$ cat config.mk
export PLATFORM = sky130hd
export DESIGN_NAME = kmfn_ctrl
export DESIGN_NICKNAME = d
export VERILOG_FILES = /design/src/design/kmfn_pkg.sv /design/src/design/kmfn_ctrl.sv
export SDC_FILE = /design/constraint.sdc
export NUM_CORES = 1
export LEC_CHECK = 0
export BUFFER_PORTS_ARGS = -buffer_cell sky130_fd_sc_hd__buf_2
export CORE_MARGIN = 5
export CORE_UTILIZATION = 50
export CTS_CLUSTER_SIZE = 10
export DETAILED_ROUTE_END_ITERATION = 10
export PLACE_DENSITY_LB_ADDON = 0.3
export SLEW_MARGIN = 20
export SYNTH_ARGS = -nofsm -noshare
export SYNTH_HDL_FRONTEND = slang
export SYNTH_SLANG_ARGS = --single-unit
$ cat constraint.sdc
create_clock -name clk -period 2.5 [get_ports clk]
set_input_delay 0.25 -clock clk [delete_from_list [all_inputs] [get_ports clk]]
set_output_delay 0.25 -clock clk [all_outputs]
set_load 0.03 [all_outputs]
$ cat src/design/kmfn_pkg.sv
// package for the keyframe morph face normal block: widths, word types, datapath ops
`timescale 1ns / 1ps
package kmfn_pkg;
  localparam int CB  = 24;
  localparam int BF  = 16;
  localparam int BFW = BF + 1;
  localparam int NF  = 14;
  localparam int NW  = NF + 2;
  localparam int DW  = CB + 1;
  localparam int CW  = 2 * CB + 3;
  localparam int MW  = 2 * CB + 2;
  localparam int MB  = 31;
  localparam int SW  = 64;
  localparam int RW  = 32;
  localparam int QW  = NF + 1;

  localparam logic [3:0] OP_NONE  = 4'd0;
  localparam logic [3:0] OP_LOAD  = 4'd1;
  localparam logic [3:0] OP_BLEND = 4'd2;
  localparam logic [3:0] OP_HOLD  = 4'd3;
  localparam logic [3:0] OP_DIFF  = 4'd4;
  localparam logic [3:0] OP_MUL   = 4'd5;
  localparam logic [3:0] OP_ABS   = 4'd6;
  localparam logic [3:0] OP_NORM  = 4'd7;
  localparam logic [3:0] OP_SQ    = 4'd8;
  localparam logic [3:0] OP_SINIT = 4'd9;
  localparam logic [3:0] OP_SQRT  = 4'd10;
  localparam logic [3:0] OP_DINIT = 4'd11;
  localparam logic [3:0] OP_DIV   = 4'd12;
  localparam logic [3:0] OP_DEND  = 4'd13;
  localparam logic [3:0] OP_OUT   = 4'd14;

  typedef struct packed {
    logic signed [CB-1:0] cur_x;
    logic signed [CB-1:0] cur_y;
    logic signed [CB-1:0] cur_z;
    logic signed [CB-1:0] nxt_x;
    logic signed [CB-1:0] nxt_y;
    logic signed [CB-1:0] nxt_z;
  } in_word_t;

  typedef struct packed {
    logic signed [CB-1:0] out_x;
    logic signed [CB-1:0] out_y;
    logic signed [CB-1:0] out_z;
    logic signed [NW-1:0] norm_x;
    logic signed [NW-1:0] norm_y;
    logic signed [NW-1:0] norm_z;
    logic                 triangle_done;
    logic                 degenerate;
  } out_word_t;

  typedef struct packed {
    logic [3:0] op;
    logic [2:0] sel;
    logic       tri_done;
  } cmd_t;

  typedef struct packed {
    logic nrm_hi;
    logic nrm_lo;
    logic zero;
    logic out_free;
  } stat_t;
endpackage

$ cat src/design/kmfn_ctrl.sv
// controller state machine sequencing blend, cross product, sqrt and divides
`timescale 1ns / 1ps
module kmfn_ctrl (
  input  logic            clk,
  input  logic            rst_n,
  input  logic            in_valid,
  output logic            in_stall,
  input  kmfn_pkg::stat_t stat,
  output kmfn_pkg::cmd_t  cmd
);
  localparam logic [3:0] S_IDLE  = 4'd0;
  localparam logic [3:0] S_BLEND = 4'd1;
  localparam logic [3:0] S_ROUTE = 4'd2;
  localparam logic [3:0] S_MUL   = 4'd3;
  localparam logic [3:0] S_ABS   = 4'd4;
  localparam logic [3:0] S_NORM  = 4'd5;
  localparam logic [3:0] S_SQ    = 4'd6;
  localparam logic [3:0] S_SINIT = 4'd7;
  localparam logic [3:0] S_SQRT  = 4'd8;
  localparam logic [3:0] S_DINIT = 4'd9;
  localparam logic [3:0] S_DIV   = 4'd10;
  localparam logic [3:0] S_DEND  = 4'd11;
  localparam logic [3:0] S_OUT   = 4'd12;

  logic [3:0] state_r, state_nxt;
  logic [2:0] idx_r, idx_nxt;
  logic [4:0] cnt_r, cnt_nxt;
  logic [1:0] corner_r, corner_nxt;
  logic       tri_r, tri_nxt;

  assign in_stall = (state_r != S_IDLE);

  always_comb begin
    state_nxt  = state_r;
    idx_nxt    = idx_r;
    cnt_nxt    = cnt_r;
    corner_nxt = corner_r;
    tri_nxt    = tri_r;
    cmd.op       = kmfn_pkg::OP_NONE;
    cmd.sel      = idx_r;
    cmd.tri_done = tri_r;
    case (state_r)
      S_IDLE: begin
        if (in_valid) begin
          cmd.op    = kmfn_pkg::OP_LOAD;
          idx_nxt   = 3'd0;
          state_nxt = S_BLEND;
        end
      end
      S_BLEND: begin
        cmd.op = kmfn_pkg::OP_BLEND;
        if (idx_r == 3'd2) begin
          state_nxt = S_ROUTE;
        end else begin
          idx_nxt = idx_r + 3'd1;
        end
      end
      S_ROUTE: begin
        cmd.sel = {1'b0, corner_r};
        idx_nxt = 3'd0;
        if (corner_r != 2'd2) begin
          cmd.op     = kmfn_pkg::OP_HOLD;
          corner_nxt = corner_r + 2'd1;
          tri_nxt    = 1'b0;
          state_nxt  = S_OUT;
        end else begin
          cmd.op     = kmfn_pkg::OP_DIFF;
          corner_nxt = 2'd0;
          tri_nxt    = 1'b1;
          state_nxt  = S_MUL;
        end
      end
      S_MUL: begin
        cmd.op = kmfn_pkg::OP_MUL;
        if (idx_r == 3'd5) begin
          state_nxt = S_ABS;
        end else begin
          idx_nxt = idx_r + 3'd1;
        end
      end
      S_ABS: begin
        cmd.op    = kmfn_pkg::OP_ABS;
        state_nxt = S_NORM;
      end
      S_NORM: begin
        idx_nxt = 3'd0;
        if (stat.zero) begin
          state_nxt = S_OUT;
        end else if (stat.nrm_hi || stat.nrm_lo) begin
          cmd.op = kmfn_pkg::OP_NORM;
        end else begin
          state_nxt = S_SQ;
        end
      end
      S_SQ: begin
        cmd.op = kmfn_pkg::OP_SQ;
        if (idx_r == 3'd2) begin
          state_nxt = S_SINIT;
        end else begin
          idx_nxt = idx_r + 3'd1;
        end
      end
      S_SINIT: begin
        cmd.op    = kmfn_pkg::OP_SINIT;
        cnt_nxt   = 5'd0;
        idx_nxt   = 3'd0;
        state_nxt = S_SQRT;
      end
      S_SQRT: begin
        cmd.op = kmfn_pkg::OP_SQRT;
        if (cnt_r == 5'(kmfn_pkg::RW - 1)) begin
          state_nxt = S_DINIT;
        end else begin
          cnt_nxt = cnt_r + 5'd1;
        end
      end
      S_DINIT: begin
        cmd.op    = kmfn_pkg::OP_DINIT;
        cnt_nxt   = 5'd0;
        state_nxt = S_DIV;
      end
      S_DIV: begin
        cmd.op = kmfn_pkg::OP_DIV;
        if (cnt_r == 5'(kmfn_pkg::NF)) begin
          state_nxt = S_DEND;
        end else begin
          cnt_nxt = cnt_r + 5'd1;
        end
      end
      S_DEND: begin
        cmd.op = kmfn_pkg::OP_DEND;
        if (idx_r == 3'd2) begin
          state_nxt = S_OUT;
        end else begin
          idx_nxt   = idx_r + 3'd1;
          state_nxt = S_DINIT;
        end
      end
      S_OUT: begin
        if (stat.out_free) begin
          cmd.op    = kmfn_pkg::OP_OUT;
          state_nxt = S_IDLE;
        end
      end
      default: begin
        state_nxt = S_IDLE;
      end
    endcase
  end

  always_ff @(posedge clk) begin
    if (!rst_n) begin
      state_r  <= S_IDLE;
      idx_r    <= 3'd0;
      cnt_r    <= 5'd0;
      corner_r <= 2'd0;
      tri_r    <= 1'b0;
    end else begin
      state_r  <= state_nxt;
      idx_r    <= idx_nxt;
      cnt_r    <= cnt_nxt;
      corner_r <= corner_nxt;
      tri_r    <= tri_nxt;
    end
  end
endmodule

==> impl_metrics.json <==
{
  "worstPathMaxFanout": 18,
  "synthSimpleGateAreaFrac": 0.319,
  "grt_usage": 0.173,
  "slew_headroom": 0.631,
  "cp.arrival_ns": 1.99,
  "fin_util": 0.553,
  "dieArea_mm2": 0.00358,
  "hpwl_mm": 2.16,
  "post-place-cells": 199,
  "numPortBuffers": 15,
  "synth.top_cell.area_share": 0.242,
  "drv_cap": 0,
  "die_h_um": 59.8,
  "layout_common_cells": "nand2_1 (21), dfxtp_1 (15), buf_2 (15)",
  "startpoint_type": "register",
  "grt-ovfl-total": 0,
  "ir_worst_vdd_mv": 0.552,
  "place.gp.congestion": 0.939,
  "n_fill_cell": 235,
  "cts_sinks": 15,
  "slowest_delay_ns": 0.48,
  "rsz0062_at_grt": "no",
  "antenna_found_initial": 0,
  "via_count": 1187,
  "synthesis.area_mm2": 0.00124,
  "fin_nets": 187,
  "diodes": 0,
  "worstPathCellList": "nor2_1 -> nand2_1 -> mux2_1 -> buf_2",
  "crit_path_end_kind": "output port",
  "rows": 18,
  "seq_area_um2": 300,
  "cp_slowest_cell": "dfxtp_1",
  "worst_slew_pin_slew_ns": 0.553,
  "yosysUniqueCellTypes": 55,
  "finalHoldViolCount": 0,
  "area_delta_synth_final_pct": 8.58,
  "dr.first_iter.drc_count": 70,
  "drive_gt1_frac": 0.173,
  "ys_ff_latch": 15,
  "core-area_mm2": 0.00243,
  "synth_compound_area_frac": 0.239,
  "worst_slack_ns": 0.264,
  "cts.root.buffer_cell": "clkbuf_4",
  "synth_fa_ha_area_frac": 0.0605,
  "skew_ns": 0.0176,
  "synth_top_family_by_area": "simple AND/OR/NAND/NOR gates",
  "finalSetupTns_ns": 0,
  "fin_cells": 203,
  "numCtsBuffers": 3,
  "worstSetupPathType": "reg2out",
  "firstDrtPassIters": 4,
  "outcome": "complete, no violations",
  "layout_commonest_cell": "nand2_1",
  "grt_pass1_vias": 1061,
  "drc_errors": 0,
  "htree_num_levels": 1,
  "grt_max_degree": 19,
  "initial_utilization": 0.510,
  "postLayoutCellArea_mm2": 0.00135,
  "finalCritPeriodShare": 0.895,
  "fmax_mhz": 447,
  "finalMaxSlewViolations": 0,
  "yosys-top-cells-area": "dfxtp_1 (24%), nand2_1 (6.4%), ha_1 (6.1%)",
  "syn_inst": 161,
  "cts_tree": "yes",
  "post_cts_buffers": 0,
  "pre_cts_slack_ns": 0.591,
  "hp-class": "in2reg",
  "insertion_delay_ns": 0.29,
  "synth_flop_cell": "dfxtp_1",
  "worstPathRequired_ns": 2.25,
  "placed_cell_area_mm2": 0.00132,
  "viasPerCell": 5.85,
  "setup_viol": 0,
  "finalCriticalPeriod_ns": 2.24,
  "syn_avg_cell_area_um2": 7.70,
  "power_density_mw_per_mm2": 936,
  "synth-seq-area-share": 0.242,
  "drt-total-wl_mm": 2.83,
  "hold_buffers": 0,
  "synth_warnings": 0,
  "grt_pass1_wl_mm": 4.82,
  "synthXorXnorAreaFrac": 0.00706,
  "die_w_um": 59.8,
  "antenna_left": 0,
  "syn-num-nets": 174,
  "routedWlPerCell_um": 13.9,
  "leakagePower_nw": 0.573,
  "muxShareOfSynthArea": 0.0656,
  "pin_count": 16,
  "yosys.area.top_type": "dfxtp_1",
  "multiInputGateArea_um2": 857,
  "cts_resized": 0,
  "cts.path.max_buffers": 2,
  "async_flop_share": 0,
  "clk_pin_slew_ns": 0.11,
  "synth_edf_count": 0
}
through the flow:
| step | power [mW] | hold WS, ns |
|---|---|---|
| after global placement | 1.10 | 0.487 |
| after global routing | 1.36 | 0.365 |
| after detailed placement | 1.12 | 0.489 |
| final | 1.26 | 0.358 |
| after floorplan | 0.956 | 0.417 |
| after CTS | 1.26 | 0.340 |
final cells by class:
cell class,instances,share of cell area
clock buffers,3,0.0167
inverters,7,0.0195
flip-flops and latches,15,0.223
multi-input cells,129,0.637
clock inverters,1,0.00372
well taps,30,0.0279
repair buffers,18,0.0725
power by group:
part           total [mW]  internal (mW)  switching [mW]  leakage (nW)
clock               0.142         0.0594          0.0822        0.0177
combinational       0.746          0.280           0.466         0.434
sequential          0.373          0.281          0.0924         0.122
sequential cells by signal, indices dropped and copies added (netlist names):
signal,count
cnt_r,5
idx_r,3
tri_r,1
state_r,4
corner_r,2
layer usage:
layer  wire [um]  global-route usage  part of all wire
met5           0                   0                 0
met4          21              0.0728            0.0074
met3         199              0.0259             0.070
met2        1330               0.279              0.47
met1        1280               0.227              0.45
cell usage after synthesis, types with 2 or more instances:
library cell   n
nand3_1        5
ha_1           6
or3b_1         2
a21oi_1       12
buf_2          6
dfxtp_1       15
mux2i_1        7
nor3_1         2
a31o_1         2
nand2b_1       8
nand2_1       21
a21o_1         2
nand3b_1       2
o21ai_1        5
nor2_1        13
a211o_1        2
a31oi_1        2
inv_1          7
nor2b_1        3
o21ai_0        2
nand4_1        2
or3_1          2
path summary, 6_finish.rpt:
check	end	startpoint	slack, ns	depth (start not counted)
max	cmd[2]	state_r[2]	0.26	4
min	idx_r[1]	rst_n	0.36	3
max reg2reg	cnt_r[3]	state_r[3]	0.59	6
min reg2reg	cnt_r[3]	cnt_r[3]	0.51	2
logic make-up (layout without fill, tap and decap cells):
| group | after synthesis | count (layout) |
|---|---|---|
| adder cells (fa/ha/maj) | 6 | 6 |
| XOR/XNOR | 1 | 1 |
| AND/OR/NAND/NOR | 73 | 73 |
| buffers and inverters | 17 | 29 |
| AO/OA/AOI/OAI | 41 | 41 |
| flip-flops | 15 | 15 |
| multiplexers | 8 | 8 |
worst max-delay path, delay by kind of cell (launching register included):
kind | cells | cell delay [ns]
buffers and inverters | 1 | 0.18
flip-flops | 1 | 0.48
multiplexers | 1 | 0.36
AND/OR/NAND/NOR | 2 | 0.69
No activity file was read; power rests on OpenSTA's default activity.
